`src/rtl/wsfd_pkg.sv`:
```
// Package for the WebSocket frame deframer: shared types, codes and constants.
// Used by every module of the block; depends on nothing.
`timescale 1ns / 1ps

package wsfd_pkg;

    localparam int unsigned CfgDataW = 32;
    localparam int unsigned CfgAddrW = 3;
    localparam logic [CfgDataW-1:0] MAX_LEN_RESET = 32'h0100_0000;

    localparam logic [3:0] OP_TEXT   = 4'h1;
    localparam logic [3:0] OP_BINARY = 4'h2;
    localparam logic [3:0] OP_CLOSE  = 4'h8;
    localparam logic [3:0] OP_PING   = 4'h9;

    localparam logic [6:0] LEN_EXT16 = 7'd126;
    localparam logic [6:0] LEN_EXT64 = 7'd127;

    localparam logic [2:0] EXT16_BYTES_M1 = 3'd1;
    localparam logic [2:0] EXT64_BYTES_M1 = 3'd7;
    localparam logic [2:0] MASK_BYTES_M1  = 3'd3;

    localparam logic REG_MAX_LEN = 1'b0;

    typedef enum logic [2:0] {
        PH_HDR0,
        PH_HDR1,
        PH_EXT,
        PH_MASK,
        PH_PAYLOAD
    } t_phase;

    typedef enum logic [1:0] {
        KIND_DATA,
        KIND_EMPTY,
        KIND_STOP
    } t_kind;

    typedef enum logic [1:0] {
        ROUTE_BINARY,
        ROUTE_TEXT,
        ROUTE_PONG
    } t_route;

    typedef enum logic [2:0] {
        ST_OK,
        ST_NOT_FINAL,
        ST_BAD_OPCODE,
        ST_UNMASKED,
        ST_TOO_LONG,
        ST_CLOSE
    } t_status;

    typedef struct packed {
        t_kind      kind;
        logic [7:0] data_byte;
        t_route     route;
        logic       frame_last;
        t_status    status;
    } t_result;

    typedef struct packed {
        logic    emit;
        t_result result;
    } t_parse_out;

    function automatic t_route route_of(input logic [3:0] op);
        t_route r;
        r = ROUTE_BINARY;
        if (op == OP_TEXT) begin
            r = ROUTE_TEXT;
        end else if (op == OP_PING) begin
            r = ROUTE_PONG;
        end
        return r;
    endfunction

endpackage

```
`src/rtl/wsfd_if.sv`:
```
// Valid/ready channel interfaces for the deframer: raw input bytes and result items.
// Depends on nothing; the payload fields carry the widths of the item fields.
`timescale 1ns / 1ps

interface wsfd_in_if;
    logic       valid;
    logic       ready;
    logic [7:0] in_byte;

    modport source (output valid, output in_byte, input ready);
    modport sink (input valid, input in_byte, output ready);
endinterface

interface wsfd_out_if;
    logic       valid;
    logic       ready;
    logic [1:0] kind;
    logic [7:0] data_byte;
    logic [1:0] route;
    logic       frame_last;
    logic [2:0] status;

    modport source (output valid, output kind, output data_byte, output route,
                    output frame_last, output status, input ready);
    modport sink (input valid, input kind, input data_byte, input route,
                  input frame_last, input status, output ready);
endinterface

```
`src/rtl/wsfd_apb_regs.sv`:
```
// APB-style configuration register file holding the maximum payload length.
// Depends on wsfd_pkg for the register index and reset value.
`timescale 1ns / 1ps

module wsfd_apb_regs (
    input  logic                          i_clk,
    input  logic                          i_rst_n,
    input  logic                          psel,
    input  logic                          penable,
    input  logic                          pwrite,
    input  logic [wsfd_pkg::CfgAddrW-1:0] paddr,
    input  logic [wsfd_pkg::CfgDataW-1:0] pwdata,
    output logic [wsfd_pkg::CfgDataW-1:0] prdata,
    output logic                          pready,
    output logic [wsfd_pkg::CfgDataW-1:0] o_max_len
);
    import wsfd_pkg::*;

    logic [CfgDataW-1:0] r_max_len;
    logic                wr_en;

    assign pready = 1'b1;
    assign wr_en  = psel && penable && pwrite && pready;

    always_ff @(posedge i_clk) begin
        if (!i_rst_n) begin
            r_max_len <= MAX_LEN_RESET;
        end else if (wr_en && (paddr[CfgAddrW-1] == REG_MAX_LEN)) begin
            r_max_len <= pwdata;
        end
    end

    always_comb begin
        prdata = '0;
        if (paddr[CfgAddrW-1] == REG_MAX_LEN) begin
            prdata = r_max_len;
        end
    end

    assign o_max_len = r_max_len;

endmodule

```
`src/rtl/wsfd_parser.sv`:
```
// Frame parser: header, extended length and mask key state, payload unmasking.
// Depends on wsfd_pkg; state advances once per byte when i_fire is high.
`timescale 1ns / 1ps

module wsfd_parser (
    input  logic                          i_clk,
    input  logic                          i_rst_n,
    input  logic                          i_fire,
    input  logic [7:0]                    i_byte,
    input  logic [wsfd_pkg::CfgDataW-1:0] i_max_len,
    output wsfd_pkg::t_parse_out          o_parse
);
    import wsfd_pkg::*;

    t_phase      r_phase, n_phase;
    logic [3:0]  r_opcode, n_opcode;
    logic [63:0] r_len, n_len;
    logic [2:0]  r_hbc, n_hbc;
    logic [31:0] r_mask, n_mask;
    logic [63:0] r_count, n_count;
    logic        r_halted, n_halted;

    logic [7:0]  key;
    logic        last;
    logic        too_long;
    t_parse_out  po;

    always_ff @(posedge i_clk) begin
        if (!i_rst_n) begin
            r_phase  <= PH_HDR0;
            r_opcode <= '0;
            r_len    <= '0;
            r_hbc    <= '0;
            r_mask   <= '0;
            r_count  <= '0;
            r_halted <= 1'b0;
        end else if (i_fire) begin
            r_phase  <= n_phase;
            r_opcode <= n_opcode;
            r_len    <= n_len;
            r_hbc    <= n_hbc;
            r_mask   <= n_mask;
            r_count  <= n_count;
            r_halted <= n_halted;
        end
    end

    always_comb begin
        case (r_count[1:0])
            2'd0:    key = r_mask[31:24];
            2'd1:    key = r_mask[23:16];
            2'd2:    key = r_mask[15:8];
            default: key = r_mask[7:0];
        endcase
    end

    always_comb begin
        n_phase  = r_phase;
        n_opcode = r_opcode;
        n_len    = r_len;
        n_hbc    = r_hbc;
        n_mask   = r_mask;
        n_count  = r_count;
        n_halted = r_halted;
        po       = '0;
        last     = 1'b0;
        too_long = 1'b0;

        if (!r_halted) begin
            unique case (r_phase)
                PH_HDR0: begin
                    n_opcode = i_byte[3:0];
                    if (!i_byte[7]) begin
                        n_halted         = 1'b1;
                        po.emit          = 1'b1;
                        po.result.kind   = KIND_STOP;
                        po.result.frame_last = 1'b1;
                        po.result.status = ST_NOT_FINAL;
                    end else if (n_opcode != OP_TEXT && n_opcode != OP_BINARY &&
                                 n_opcode != OP_CLOSE && n_opcode != OP_PING) begin
                        n_halted         = 1'b1;
                        po.emit          = 1'b1;
                        po.result.kind   = KIND_STOP;
                        po.result.frame_last = 1'b1;
                        po.result.status = ST_BAD_OPCODE;
                    end else begin
                        n_phase = PH_HDR1;
                    end
                end
                PH_HDR1: begin
                    if (!i_byte[7]) begin
                        n_halted         = 1'b1;
                        po.emit          = 1'b1;
                        po.result.kind   = KIND_STOP;
                        po.result.frame_last = 1'b1;
                        po.result.status = ST_UNMASKED;
                    end else if (i_byte[6:0] == LEN_EXT16) begin
                        n_len   = '0;
                        n_phase = PH_EXT;
                        n_hbc   = EXT16_BYTES_M1;
                    end else if (i_byte[6:0] == LEN_EXT64) begin
                        n_len   = '0;
                        n_phase = PH_EXT;
                        n_hbc   = EXT64_BYTES_M1;
                    end else begin
                        n_len    = {57'd0, i_byte[6:0]};
                        too_long = n_len > {32'd0, i_max_len};
                        if (too_long) begin
                            n_halted         = 1'b1;
                            po.emit          = 1'b1;
                            po.result.kind   = KIND_STOP;
                            po.result.frame_last = 1'b1;
                            po.result.status = ST_TOO_LONG;
                        end else begin
                            n_phase = PH_MASK;
                            n_hbc   = MASK_BYTES_M1;
                        end
                    end
                end
                PH_EXT: begin
                    n_len = {r_len[55:0], i_byte};
                    if (r_hbc == 3'd0) begin
                        too_long = n_len > {32'd0, i_max_len};
                        if (too_long) begin
                            n_halted         = 1'b1;
                            po.emit          = 1'b1;
                            po.result.kind   = KIND_STOP;
                            po.result.frame_last = 1'b1;
                            po.result.status = ST_TOO_LONG;
                        end else begin
                            n_phase = PH_MASK;
                            n_hbc   = MASK_BYTES_M1;
                        end
                    end else begin
                        n_hbc = r_hbc - 3'd1;
                    end
                end
                PH_MASK: begin
                    n_mask = {r_mask[23:0], i_byte};
                    if (r_hbc != 3'd0) begin
                        n_hbc = r_hbc - 3'd1;
                    end else begin
                        n_count = '0;
                        if (r_len != 64'd0) begin
                            n_phase = PH_PAYLOAD;
                        end else begin
                            n_phase = PH_HDR0;
                            po.emit = 1'b1;
                            po.result.frame_last = 1'b1;
                            if (r_opcode == OP_CLOSE) begin
                                n_halted         = 1'b1;
                                po.result.kind   = KIND_STOP;
                                po.result.status = ST_CLOSE;
                            end else begin
                                po.result.kind  = KIND_EMPTY;
                                po.result.route = route_of(r_opcode);
                            end
                        end
                    end
                end
                PH_PAYLOAD: begin
                    n_count = r_count + 64'd1;
                    last    = (n_count == r_len);
                    if (last) begin
                        n_phase = PH_HDR0;
                    end
                    if (r_opcode == OP_CLOSE) begin
                        if (last) begin
                            n_halted         = 1'b1;
                            po.emit          = 1'b1;
                            po.result.kind   = KIND_STOP;
                            po.result.frame_last = 1'b1;
                            po.result.status = ST_CLOSE;
                        end
                    end else begin
                        po.emit              = 1'b1;
                        po.result.kind       = KIND_DATA;
                        po.result.data_byte  = i_byte ^ key;
                        po.result.route      = route_of(r_opcode);
                        po.result.frame_last = last;
                    end
                end
                default: begin
                    n_phase = PH_HDR0;
                end
            endcase
        end
    end

    assign o_parse = po;

    a_halt_sticks: assert property (@(posedge i_clk) disable iff (!i_rst_n)
        r_halted |=> r_halted)
        else $error("halted flag cleared without reset");

    a_no_emit_halted: assert property (@(posedge i_clk) disable iff (!i_rst_n)
        r_halted |-> !po.emit)
        else $error("result produced while halted");

    a_stop_halts: assert property (@(posedge i_clk) disable iff (!i_rst_n)
        (i_fire && po.emit && po.result.kind == KIND_STOP) |=> r_halted)
        else $error("stop result did not halt the parser");

    a_count_in_range: assert property (@(posedge i_clk) disable iff (!i_rst_n)
        (r_phase == PH_PAYLOAD) |-> (r_count < r_len))
        else $error("payload count reached frame length inside payload");

endmodule

```
`src/rtl/websocket_frame_deframer_core.sv`:
```
// Top level of the WebSocket client-to-server frame deframer.
// Depends on wsfd_pkg, wsfd_if, wsfd_apb_regs and wsfd_parser.
//
// Raw client bytes enter on i_byte_ch, one item per byte. Result items leave
// on o_res_ch: unmasked payload bytes tagged with a route, empty-frame
// markers, and one final stop item carrying a status.
// The maximum payload length is written through the APB port at address 0.
// Each byte is held in an input register, parsed by short logic, and its
// result is loaded into an output register. One byte is taken every cycle
// unless a byte with a result waits for the output register; header bytes,
// mask bytes and close-frame payload give no result and pass at the same rate.
// The output register is the only result buffer. While the receiver stalls,
// bytes that give no result are still consumed, and one further byte waits in
// the input register; a byte that needs the output waits until it frees.
// After a protocol error or a completed close frame the block drops every
// byte until reset. Synchronous reset returns the parser to the first header
// byte and the length limit to 16 MiB; it empties both registers.
`timescale 1ns / 1ps

module websocket_frame_deframer_core (
    input  logic                          i_clk,
    input  logic                          i_rst_n,
    wsfd_in_if.sink                       i_byte_ch,
    wsfd_out_if.source                    o_res_ch,
    input  logic                          psel,
    input  logic                          penable,
    input  logic                          pwrite,
    input  logic [wsfd_pkg::CfgAddrW-1:0] paddr,
    input  logic [wsfd_pkg::CfgDataW-1:0] pwdata,
    output logic [wsfd_pkg::CfgDataW-1:0] prdata,
    output logic                          pready
);
    import wsfd_pkg::*;

    logic [CfgDataW-1:0] max_len;
    logic                r_in_valid;
    logic [7:0]          r_in_byte;
    logic                r_out_valid;
    t_result             r_out;
    t_parse_out          parse;
    logic                out_free;
    logic                fire;

    wsfd_apb_regs u_regs (
        .i_clk     (i_clk),
        .i_rst_n   (i_rst_n),
        .psel      (psel),
        .penable   (penable),
        .pwrite    (pwrite),
        .paddr     (paddr),
        .pwdata    (pwdata),
        .prdata    (prdata),
        .pready    (pready),
        .o_max_len (max_len)
    );

    wsfd_parser u_parser (
        .i_clk     (i_clk),
        .i_rst_n   (i_rst_n),
        .i_fire    (fire),
        .i_byte    (r_in_byte),
        .i_max_len (max_len),
        .o_parse   (parse)
    );

    assign out_free        = !r_out_valid || o_res_ch.ready;
    assign fire            = r_in_valid && (!parse.emit || out_free);
    assign i_byte_ch.ready = !r_in_valid || fire;

    always_ff @(posedge i_clk) begin
        if (!i_rst_n) begin
            r_in_valid <= 1'b0;
        end else if (i_byte_ch.ready) begin
            r_in_valid <= i_byte_ch.valid;
        end
    end

    always_ff @(posedge i_clk) begin
        if (i_byte_ch.ready && i_byte_ch.valid) begin
            r_in_byte <= i_byte_ch.in_byte;
        end
    end

    always_ff @(posedge i_clk) begin
        if (!i_rst_n) begin
            r_out_valid <= 1'b0;
        end else if (fire && parse.emit) begin
            r_out_valid <= 1'b1;
        end else if (o_res_ch.ready) begin
            r_out_valid <= 1'b0;
        end
    end

    always_ff @(posedge i_clk) begin
        if (fire && parse.emit) begin
            r_out <= parse.result;
        end
    end

    assign o_res_ch.valid      = r_out_valid;
    assign o_res_ch.kind       = r_out.kind;
    assign o_res_ch.data_byte  = r_out.data_byte;
    assign o_res_ch.route      = r_out.route;
    assign o_res_ch.frame_last = r_out.frame_last;
    assign o_res_ch.status     = r_out.status;

endmodule
```
`src/flat_wrapper.sv`:
```
// flat-port wrapper written by rule: the top's interface ports become plain ports
module websocket_frame_deframer_core_flat import wsfd_pkg::*;
  (i_clk, i_rst_n, psel, penable, pwrite, paddr, pwdata, prdata, pready, i_byte_ch_valid, i_byte_ch_in_byte, i_byte_ch_ready, o_res_ch_valid, o_res_ch_kind, o_res_ch_data_byte, o_res_ch_route, o_res_ch_frame_last, o_res_ch_status, o_res_ch_ready);
  wsfd_in_if i_byte_ch_i ();
  wsfd_out_if o_res_ch_i ();
  input  logic i_clk;
  input  logic i_rst_n;
  input  logic psel;
  input  logic penable;
  input  logic pwrite;
  input  logic [wsfd_pkg::CfgAddrW-1:0] paddr;
  input  logic [wsfd_pkg::CfgDataW-1:0] pwdata;
  output logic [wsfd_pkg::CfgDataW-1:0] prdata;
  output logic pready;
  input wire logic [$bits(i_byte_ch_i.valid)-1:0] i_byte_ch_valid;
  input wire logic [$bits(i_byte_ch_i.in_byte)-1:0] i_byte_ch_in_byte;
  output wire logic [$bits(i_byte_ch_i.ready)-1:0] i_byte_ch_ready;
  output wire logic [$bits(o_res_ch_i.valid)-1:0] o_res_ch_valid;
  output wire logic [$bits(o_res_ch_i.kind)-1:0] o_res_ch_kind;
  output wire logic [$bits(o_res_ch_i.data_byte)-1:0] o_res_ch_data_byte;
  output wire logic [$bits(o_res_ch_i.route)-1:0] o_res_ch_route;
  output wire logic [$bits(o_res_ch_i.frame_last)-1:0] o_res_ch_frame_last;
  output wire logic [$bits(o_res_ch_i.status)-1:0] o_res_ch_status;
  input wire logic [$bits(o_res_ch_i.ready)-1:0] o_res_ch_ready;
  assign i_byte_ch_i.valid = i_byte_ch_valid;
  assign i_byte_ch_i.in_byte = i_byte_ch_in_byte;
  assign i_byte_ch_ready = i_byte_ch_i.ready;
  assign o_res_ch_valid = o_res_ch_i.valid;
  assign o_res_ch_kind = o_res_ch_i.kind;
  assign o_res_ch_data_byte = o_res_ch_i.data_byte;
  assign o_res_ch_route = o_res_ch_i.route;
  assign o_res_ch_frame_last = o_res_ch_i.frame_last;
  assign o_res_ch_status = o_res_ch_i.status;
  assign o_res_ch_i.ready = o_res_ch_ready;
  websocket_frame_deframer_core u_core (.i_clk(i_clk), .i_rst_n(i_rst_n), .i_byte_ch(i_byte_ch_i), .o_res_ch(o_res_ch_i), .psel(psel), .penable(penable), .pwrite(pwrite), .paddr(paddr), .pwdata(pwdata), .prdata(prdata), .pready(pready));
endmodule
```
`config.mk`:
```
export PLATFORM = sky130hd
export DESIGN_NAME = websocket_frame_deframer_core_flat
export DESIGN_NICKNAME = d
export VERILOG_FILES = /design/src/rtl/wsfd_pkg.sv /design/src/rtl/wsfd_if.sv /design/src/rtl/wsfd_apb_regs.sv /design/src/rtl/wsfd_parser.sv /design/src/rtl/websocket_frame_deframer_core.sv /design/src/flat_wrapper.sv
export SDC_FILE = /design/constraint.sdc
export NUM_CORES = 1
export LEC_CHECK = 0
export CORE_ASPECT_RATIO = 2
export CORE_MARGIN = 2
export CORE_UTILIZATION = 45
export DETAILED_ROUTE_END_ITERATION = 6
export DONT_BUFFER_PORTS = 1
export GPL_TIMING_DRIVEN = 0
export PLACE_DENSITY_LB_ADDON = 0.1
export SYNTH_ARGS = -nofsm -noshare
export SYNTH_HDL_FRONTEND = slang
export SYNTH_SLANG_ARGS = --single-unit
```
`constraint.sdc`:
```
create_clock -name i_clk -period 14.4 [get_ports i_clk]
set_clock_uncertainty 0.1 [all_clocks]
set_input_delay 2.88 -clock i_clk [delete_from_list [all_inputs] [get_ports i_clk]]
set_output_delay 2.88 -clock i_clk [all_outputs]
set_load 0.005 [all_outputs]
```
==> qor.yml, run 1 <==
synth_most_common_cell: "nand2_1"
syn_to_final_growth_pct: 9.23
final_cell_area_sq_um: 15300
worstSkewPairLatency_ns: 0.57
grtUsageTotal_pct: 35.9
fill_cells: 3090
gp_congestion: 0.997
min_period_ns: 9.09
synth_edf_count: 24
wl_um: 59200
slew-limit-headroom_pct: 25.4
worstPathRequired_ns: 11.42
antenna_cells: 0
antenna_found_initial: 0
synth_area_leaders: "dfxtp_1 29%, nand2_1 6.5%, edfxtp_1 5.1%"
ys_seq_area_share_pct: 34.5
dr.pass1.iters: 7
synth_area_sq_um: 14000
drt_iter0_drc: 1022
worst_pin_slew_ns: 1.12
synth_top_area_share_pct: 29.3
antenna_left: 0
dieHeight_um: 253
cts_root_buffer: "clkbuf_16"
setup_viol: 0
path_class: "flop to primary output"
hold_viol_final: 0
die-area_sq_um: 32600
maxSlewViolCount: 0
r2r-end: "u_core.u_parser.r_count[0]"
postSynthCellCount: 1756
clock-sinks: 229
via_per_inst: 6.46
synth_cell_types: 82
grt_pass1_vias: 13800
violations: "design-rule violations"
yosys.area.top_type: "dfxtp_1"
cp-startpoint: "u_core.u_parser.r_count[1]"
rows: 91
cts_setup_buffers: 0
synthArstFlopShare_pct: 0
cts_resized: 0
yosys_warnings: 0
drc: 5
hpwlAfterDp_um: 46200
start_util_pct: 45.5
place_area_sq_um: 14500
path_clk_slew_ns: 0.07
layout-drive-gt1-share_pct: 6.22
p_per_area_nw_per_um2: 93.1
post_synth.cell_area_avg_sq_um: 7.97
ys.flop_type: "dfxtp_1"
r2r_start: "u_core.u_parser.r_count[1]"
arrival_ns: 6.11
post_drt_wl_per_cell_um: 27.3
cts_buffers: 24
rr_worst_depth: 16
ios: 101
setup_ws_ns: 5.31
synth_common_cells: "243 x nand2_1, 205 x dfxtp_1, 137 x nand3_1"
vias: 14000
cts_hold_buf: 0
grt_overflow: 0
finalCritPeriodShare_pct: 63.1
hold_path.class: "flop to flop"
portBuffers: 0
tns_ns: 0
chipWidth_um: 129
end_kind: "primary output"
grt_start_max_net_pins: 17
core_sq_um: 30700
htree_levels: 1
p_total_uw: 1420
r2r_slack_ns: 7.98
peakVddDrop_mv: 0.102
nets: 1871
grt_pass1_wl_um: 86100
syn_nets: 1844
cts_tree: "done"
leakage_uw: 0.00515
cp_max_fo: 10
clockBufferDepth: 3
cp-endpoint: "i_byte_ch_ready"
startpoint_type: "flop"
ys_ff_latch: 229
drv_cap: 0
max_freq_mhz: 110
run_status: "complete, but fails checks"
dp_slack_ns: 6.07
rsz0062_at_grt: "no"
## per-stage QoR
step | utilization (%) | instances | hold WS (ns)
after detailed placement | 47.0 | 2128 | 0.347
after global routing | 49.7 | 2172 | 0.375
after CTS | 49.7 | 2171 | 0.355
final | 49.7 | 2172 | 0.355
after global placement | 47.0 | 2128 | 0.343
after floorplan | - | 1756 | 0.336
## per-layer routing
metal  vias to the layer above  wire (um)  track usage [%]
li1                       6455          -                -
met1                      6717      19000             33.6
met2                       583      30900             65.9
met3                       272       3020             5.56
met4                         0       6240             31.2
met5                         -          0                0
## logic make-up after synthesis
logic type | synth area share, %
XOR/XNOR | 6.63
other | 0.0268
multiplexers | 3.00
AO/OA/AOI/OAI | 16.7
flip-flops | 34.5
AND/OR/NAND/NOR | 29.4
buffers and inverters | 6.37
adder cells (fa/ha/maj) | 3.40
## worst min path at each step
stage               depth (start not counted)                  startpoint                    endpoint
floorplan                                   2  u_core.u_regs.o_max_len[1]  u_core.u_regs.o_max_len[1]
global placement                            2  u_core.u_regs.o_max_len[5]  u_core.u_regs.o_max_len[5]
detailed placement                          2  u_core.u_regs.o_max_len[5]  u_core.u_regs.o_max_len[5]
CTS                                         2  u_core.u_regs.o_max_len[4]  u_core.u_regs.o_max_len[4]
global route                                2  u_core.u_regs.o_max_len[4]  u_core.u_regs.o_max_len[4]
finish                                      2  u_core.u_regs.o_max_len[3]  u_core.u_regs.o_max_len[3]
## report_power, final
group          total, uW  internal (uW)  switching [uW]  leakage (uW)
sequential           661            653            8.47       0.00188
clock                662            374             289      0.000389
combinational        100           26.7            73.4       0.00288
## area by class of cell
type                    instances  area, sq um  share of cell area, %
plain buffers                 144          678                   4.44
inverters                      57          214                   1.40
flip-flops and latches        229         4820                   31.6
clock inverters                14          175                   1.15
clock buffers                  29          639                   4.18
repair buffers                  1         11.3                 0.0737
multi-input cells            1326         8280                   54.2
well taps                     372          465                   3.04
## sequential cells by signal (all words and copies together), names as in the netlist, 2 cells and up
| register | flops |
|---|---|
| u_core.u_parser.r_count | 64 |
| u_core.u_parser.r_len | 64 |
| u_core.u_parser.r_mask | 32 |
| u_core.u_regs.o_max_len | 32 |
| u_core.o_res_ch.data_byte | 8 |
| u_core.r_in_byte | 8 |
| u_core.u_parser.r_opcode | 4 |
| u_core.o_res_ch.status | 3 |
| u_core.u_parser.r_hbc | 3 |
| u_core.u_parser.r_phase | 3 |
| u_core.o_res_ch.kind | 2 |
| u_core.o_res_ch.route | 2 |
## critical path: stages, from the launching register on
cell,delay [ns]
dfxtp_1,0.54
ha_1,0.30
nand3_1,0.40
nor4_4,0.82
nand2_1,0.25
xnor2_1,0.18
a2111oi_0,0.74
o2111ai_1,0.23
or4_1,0.62
nor4_2,0.70
a211o_1,0.24
buf_6,0.15
nand2_1,0.08
nor2_1,0.18
inv_1,0.08
## cells in the final DEF (no fill, tap or decap), types with 11 or more instances in the layout
cell type / count
buf_6: 13
nand3_1: 137
buf_2: 30
mux2i_1: 42
a21oi_1: 125
nand2_1: 243
and3_1: 19
or4_1: 19
edfxtp_1: 24
nor3_1: 56
and2_1: 11
clkbuf_1: 95
nand4_1: 53
xor2_1: 39
a32o_1: 50
a21o_1: 16
inv_1: 56
ha_1: 38
xnor2_1: 67
o211ai_1: 25
o21ai_0: 39
nor4_1: 54
nor2b_1: 13
nor2_1: 120
dfxtp_1: 205
and4_1: 15
clkbuf_16: 24
nor3b_1: 12
No activity file was read; power rests on OpenSTA's default activity.
==> run 2, diff against run 1 <==
--- a/config.mk
+++ b/config.mk
@@ -5,6 +5,7 @@
 export SDC_FILE = /design/constraint.sdc
 export NUM_CORES = 1
 export LEC_CHECK = 0
+export ABC_AREA = 1
 export CORE_ASPECT_RATIO = 2
 export CORE_MARGIN = 2
 export CORE_UTILIZATION = 45
==> constraint.sdc (replaced) <==
create_clock -name i_clk -period 9 [get_ports i_clk]
set_clock_uncertainty 0.1 [all_clocks]
set_input_delay 1.8 -clock i_clk [delete_from_list [all_inputs] [get_ports i_clk]]
set_output_delay 1.8 -clock i_clk [all_outputs]
set_load 0.005 [all_outputs]
==> run 2 against run 1 <==
  * Synthesized area up 12%
  * Largest cell class unchanged
  * Highest routed layer unchanged
  * Critical path depth up 3
  * Sequential cell count unchanged
  * Wire length is 15% higher
  * Core utilization down 0.055 points
  * Worst hold slack gained 0.030 ns
  * The run now ends clean
  * First-iteration DRC count grew 11%
==> qor.yml, run 2 <==
run_status: "completed"
r2r_start: "u_core.u_parser.r_count[38]"
grt_pass1_wl_um: 97800  # +14%
r2r_slack_ns: 4.35  # -3.63 ns
via_per_inst: 5.48  # -15%
synth_area_sq_um: 15700  # +12%
max_freq_mhz: 163
dieHeight_um: 268  # +5.9%
syn_nets: 2676  # +45%
antenna_cells: 0  # unchanged
leakage_uw: 0.00763  # +48%
chipWidth_um: 136  # +5.8%
syn_to_final_growth_pct: 8.60
hold_viol_final: 0  # unchanged
antenna_found_initial: 0  # unchanged
maxSlewViolCount: 0  # unchanged
worstSkewPairLatency_ns: 0.56  # about the same
worstPathRequired_ns: 7.10  # -4.32 ns
rr_worst_depth: 23  # +7
drt_iter0_drc: 1138  # +11%
cts_resized: 0  # unchanged
die-area_sq_um: 36500  # +12%
antenna_left: 0  # unchanged
grtUsageTotal_pct: 36.7  # +0.86 points
vias: 16800  # +20%
gp_congestion: 1.03  # +3.8%
ys_seq_area_share_pct: 30.7  # -3.8 points
slew-limit-headroom_pct: 3.28  # -22 points
setup_viol: 0  # unchanged
synthArstFlopShare_pct: 0  # unchanged
cts_hold_buf: 0  # unchanged
finalCritPeriodShare_pct: 68.2
drv_cap: 0  # unchanged
min_period_ns: 6.14
arrival_ns: 4.24  # -1.87 ns
cp-startpoint: "u_core.u_parser.r_count[38]"
synth_edf_count: 24  # unchanged
startpoint_type: "flop"
end_kind: "primary output"
rsz0062_at_grt: "no"
min-delay-start: "u_core.u_parser.r_mask[22]"
post_drt_wl_per_cell_um: 22.1  # -19%
postSynthCellCount: 2588  # +47%
final_cell_mix: "825 x nand2_1, 383 x inv_1, 377 x nor2_1"
grt_pass1_vias: 16500  # +19%
yosys.area.top_type: "dfxtp_1"
cp_max_fo: 4  # -6
grt_start_max_net_pins: 17  # unchanged
path_class: "flop to primary output"
ys_ff_latch: 229  # unchanged
cp-endpoint: "i_byte_ch_ready"
wl_um: 68000  # +15%
path_clk_slew_ns: 0.07  # about the same
dr.pass1.iters: 6  # -1
yosys_warnings: 0  # unchanged
reg.largest.list: "u_core.u_parser.r_count (64), u_core.u_parser.r_len (64)"
layout-drive-gt1-share_pct: 7.45  # +1.2 points
peakVddDrop_mv: 0.154  # +51%
rows: 96  # +5.5%
drc: 0  # -5
hpwlAfterDp_um: 54500  # +18%
synth_area_leaders: "dfxtp_1 26%, nand2_1 20%, inv_1 9.1%"
tns_ns: 0  # unchanged
hold_path.class: "flop to flop"
whs_ns: 0.385  # +0.0296 ns
r2r-end: "u_core.u_parser.r_len[47]"
nets: 2702  # +44%
layout_commonest_cell: "nand2_1"
p_per_area_nw_per_um2: 145  # +56%
cts_root_buffer: "clkbuf_16"
cts_tree: "done"
ios: 101  # unchanged
clockBufferDepth: 3  # unchanged
synth_common_cells: "825 x nand2_1, 383 x inv_1, 377 x nor2_1"
core_sq_um: 34400  # +12%
worst_pin_slew_ns: 1.45  # +0.327 ns
start_util_pct: 45.7  # +0.21 points
ys.flop_type: "dfxtp_1"
htree_levels: 1  # unchanged
portBuffers: 0  # unchanged
clock-sinks: 229  # unchanged
cts_setup_buffers: 0  # unchanged
cts_buffers: 24  # unchanged
grt_overflow: 0  # unchanged
post_synth.cell_area_avg_sq_um: 6.07  # -24%
synth_most_common_cell: "nand2_1"
synth_cell_types: 42  # -49%
synth_top_area_share_pct: 26.1  # -3.2 points
run 2: worst min-delay path by stage:
stage,depth (start not counted),slack (ns),endpoint
global route,2,0.40,u_core.u_parser.r_mask[21]
CTS,2,0.39,u_core.u_parser.r_mask[21]
detailed placement,2,0.37,u_core.u_parser.r_mask[21]
finish,2,0.38,u_core.u_parser.r_mask[30]
global placement,2,0.36,u_core.u_parser.r_mask[21]
floorplan,2,0.35,u_core.u_regs.o_max_len[0]
run 2: report_power, final:
group | internal, uW | leakage (uW) | switching, uW | total, uW
Sequential | 1060 | 0.00188 | 33.5 | 1090
Clock | 584 | 0.000392 | 473 | 1060
Combinational | 91.9 | 0.00535 | 236 | 328
run 2: per-layer routing:
layer	GRT usage, %	up-vias	part of all wire (%)	wire [um]
met5	0	-	0	0
met4	38.6	0	13	8720
met3	6.62	338	5.2	3560
met2	67.5	653	51	34800
met1	31.2	7700	31	20900
li1	-	8146	-	-
run 2: through the flow:
step	setup slack [ns]	instance area, sq um	instances	power, uW	util (%)
4_1_cts	3.05	17100	3073	2480	49.7
6_report	2.86	17100	3073	2480	49.7
3_5_place_dp	3.65	16300	3029	1440	47.3
2_1_floorplan	4.76	15700	2588	1320	-
3_3_place_gp	3.64	16300	3029	1430	47.3
5_1_grt	2.72	17100	3073	2550	49.7
run 2: critical path, cell delays in order (launching register included):
cell	delay, ns
dfxtp_1	0.52
nand2_1	0.14
nor2_1	0.47
nand2_1	0.21
nor2_1	0.49
nand3_1	0.22
o21ai_1	0.22
nand2_1	0.09
nand2_1	0.07
nand3_1	0.06
nor2_1	0.10
nand2_1	0.19
nor2_1	0.18
nand3_2	0.15
nand2_2	0.11
nand2_2	0.06
a21oi_1	0.17
nand3_1	0.21
run 2: cell type report:
type                    instances  area (sq um)
plain buffers                 109           537
clock buffers                  30           664
clock inverters                14           135
fillers                      3731         17300
inverters                     390          1460
multi-input cells            1860          8890
flip-flops and latches        229          4820
well taps                     441           552
run 2: cells by family after synthesis:
logic type,synth area share (%)
AND/OR/NAND/NOR,45.0
adder cells (fa/ha/maj),3.03
XOR/XNOR,2.60
AO/OA/AOI/OAI,5.87
other,0.0239
flip-flops,30.7
buffers and inverters,12.7
==> run 3, diff against run 2 <==
==> constraint.sdc (replaced) <==
create_clock -name i_clk -period 5.5 [get_ports i_clk]
set_clock_uncertainty 0.1 [all_clocks]
set_input_delay 1.1 -clock i_clk [delete_from_list [all_inputs] [get_ports i_clk]]
set_output_delay 1.1 -clock i_clk [all_outputs]
set_load 0.005 [all_outputs]
==> run 3 against run 2 <==
  * The run now ends with max-capacitance violations left
  * Sequential cell count did not move
  * Non-clock buffer count did not move
  * Worst setup slack got worse by 2.8 ns
  * Largest power group unchanged
  * Clock-buffer cell count did not move
==> qor.yml, run 3 (synthesis gave the netlist of run 2 again) <==
gp_congestion: 1.03  # unchanged
arrival_ns: 4.23  # about the same
clock-sinks: 229  # unchanged
tns_ns: 0  # unchanged
drv_cap: 1  # +1
leakage_uw: 0.00763  # about the same
cts_root_buffer: "clkbuf_16"
finalCritPeriodShare_pct: 98.7
met3WireLength_um: 3530  # -0.82%
end_kind: "primary output"
startpoint_type: "flop"
grt_start_max_net_pins: 17  # unchanged
grt_pass1_wl_um: 97800  # unchanged
wl_um: 67900  # -0.11%
drc: 0  # unchanged
grtUsageTotal_pct: 36.7  # unchanged
ios: 101  # unchanged
antenna_cells: 0  # unchanged
dieHeight_um: 268  # unchanged
violations: "max-capacitance violations"
antenna_left: 0  # unchanged
cp_max_fo: 4  # unchanged
r2r_slack_ns: 0.87  # -3.48 ns
worst_pin_slew_ns: 1.49  # +0.0428 ns
cp-startpoint: "u_core.u_parser.r_count[38]"
htree_levels: 1  # unchanged
worstPathRequired_ns: 4.30  # -2.80 ns
path_class: "flop to primary output"
drt-met1-wl_um: 20900  # about the same
run_status: "complete, but fails checks"
antenna_found_initial: 0  # unchanged
hpwlAfterDp_um: 54500  # unchanged
die-area_sq_um: 36500  # unchanged
via_per_inst: 5.52  # +0.66%
clockBufferDepth: 3  # unchanged
cp-endpoint: "i_byte_ch_ready"
maxSlewViolCount: 0  # unchanged
worstSkewPairLatency_ns: 0.56  # about the same
slew-limit-headroom_pct: 0.418  # -2.9 points
hold_viol_final: 0  # unchanged
syn_to_final_growth_pct: 8.66  # about the same
rr_worst_depth: 23  # unchanged
rsz0062_at_grt: "no"
path_clk_slew_ns: 0.07  # about the same
post_drt_wl_per_cell_um: 22.1  # -0.11%
min_period_ns: 5.43
cts_setup_buffers: 0  # unchanged
finish.utilization_pct: 49.7  # about the same
portBuffers: 0  # unchanged
start_util_pct: 45.7  # unchanged
setup_ws_ns: 0.0697  # -2.79 ns
setup_viol: 0  # unchanged
reg.largest.list: "u_core.u_parser.r_count (64), u_core.u_parser.r_len (64)"
detailroute.wirelength.met2_um: 34900  # +0.14%
layout-drive-gt1-share_pct: 7.56  # +0.11 points
layout_commonest_cell: "nand2_1"
final_cell_mix: "825 x nand2_1, 383 x inv_1, 375 x nor2_1"
drt_iter0_drc: 1134  # -0.35%
r2r-end: "u_core.u_parser.r_len[39]"
p_per_area_nw_per_um2: 238  # +64%
cts_buffers: 24  # unchanged
grt_overflow: 0  # unchanged
rows: 96  # unchanged
grt_pass1_vias: 16500  # unchanged
dp_slack_ns: 0.851  # -2.80 ns
nets: 2702  # unchanged
max_freq_mhz: 184
dr.pass1.iters: 5  # -1
cts_tree: "done"
chipWidth_um: 136  # unchanged
vias: 16900  # +0.66%
peakVddDrop_mv: 0.252  # +64%
whs_ns: 0.386  # +0.00114 ns
core_sq_um: 34400  # unchanged
highest-signal-layer: "met4"
r2r_start: "u_core.u_parser.r_count[38]"
hold_path.class: "flop to flop"
fin_cells: 3073  # unchanged
dp.cells: 3029  # unchanged
run 3: cell count changes in the layout (fill, tap and decap cells not counted):
cell	delta
a21oi_1	-1
a21oi_2	+1
nor2_1	-2
nor2_2	+2
run 3: worst min path at each step:
| stage | start | endpoint | slack [ns] | depth (start not counted) |
|---|---|---|---|---|
| 2_1_floorplan | u_core.u_regs.o_max_len[0] | u_core.u_regs.o_max_len[0] | 0.35 | 2 |
| 3_3_place_gp | u_core.u_parser.r_mask[13] | u_core.u_parser.r_mask[21] | 0.36 | 2 |
| 3_5_place_dp | u_core.u_parser.r_mask[13] | u_core.u_parser.r_mask[21] | 0.37 | 2 |
| 4_1_cts | u_core.u_parser.r_mask[13] | u_core.u_parser.r_mask[21] | 0.39 | 2 |
| 5_1_grt | u_core.u_parser.r_mask[13] | u_core.u_parser.r_mask[21] | 0.40 | 2 |
| 6_report | u_core.u_parser.r_mask[22] | u_core.u_parser.r_mask[30] | 0.39 | 2 |
run 3: power breakdown:
| part | total, uW | switching [uW] | internal [uW] |
|---|---|---|---|
| clock network | 1730 | 775 | 956 |
| registers | 1790 | 54.7 | 1730 |
| logic | 538 | 387 | 150 |
| total | 4060 | 1220 | 2840 |
run 3: through the flow:
stage	power, uW	area [sq um]
2_1_floorplan	2150	15700
3_3_place_gp	2340	16300
3_5_place_dp	2350	16300
4_1_cts	4050	17100
5_1_grt	4180	17100
6_report	4060	17100
run 3: final cells by class:
class | instances | area [sq um]
Tap cell | 441 | 552
Clock inverter | 14 | 135
Clock buffer | 30 | 664
Multi-Input combinational cell | 1860 | 8900
Inverter | 390 | 1460
Fill cell | 3731 | 17300
Sequential cell | 229 | 4820
Buffer | 109 | 537
run 3: repair_timing:
action | CTS | global route
hold buffers | 0 | 0
resized for setup | 0 | 3
endpoints found under the setup margin | 0 | 1
run 3: layer usage:
metal  up-vias  global-route usage, %
li1       8148                      -
met1      7806                   31.2
met2       661                   67.5
met3       333                   6.62
met4         0                   38.6
met5         -                      0
run 3: critical path, stage by stage, from the launching register on:
cell	delay [ns]
dfxtp_1	0.52
nand2_1	0.14
nor2_1	0.46
nand2_1	0.20
nor2_1	0.49
nand3_1	0.21
o21ai_1	0.22
nand2_1	0.09
nand2_1	0.07
nand3_1	0.07
nor2_1	0.09
nand2_1	0.19
nor2_1	0.18
nand3_2	0.15
nand2_2	0.11
nand2_2	0.06
a21oi_1	0.17
nand3_1	0.22
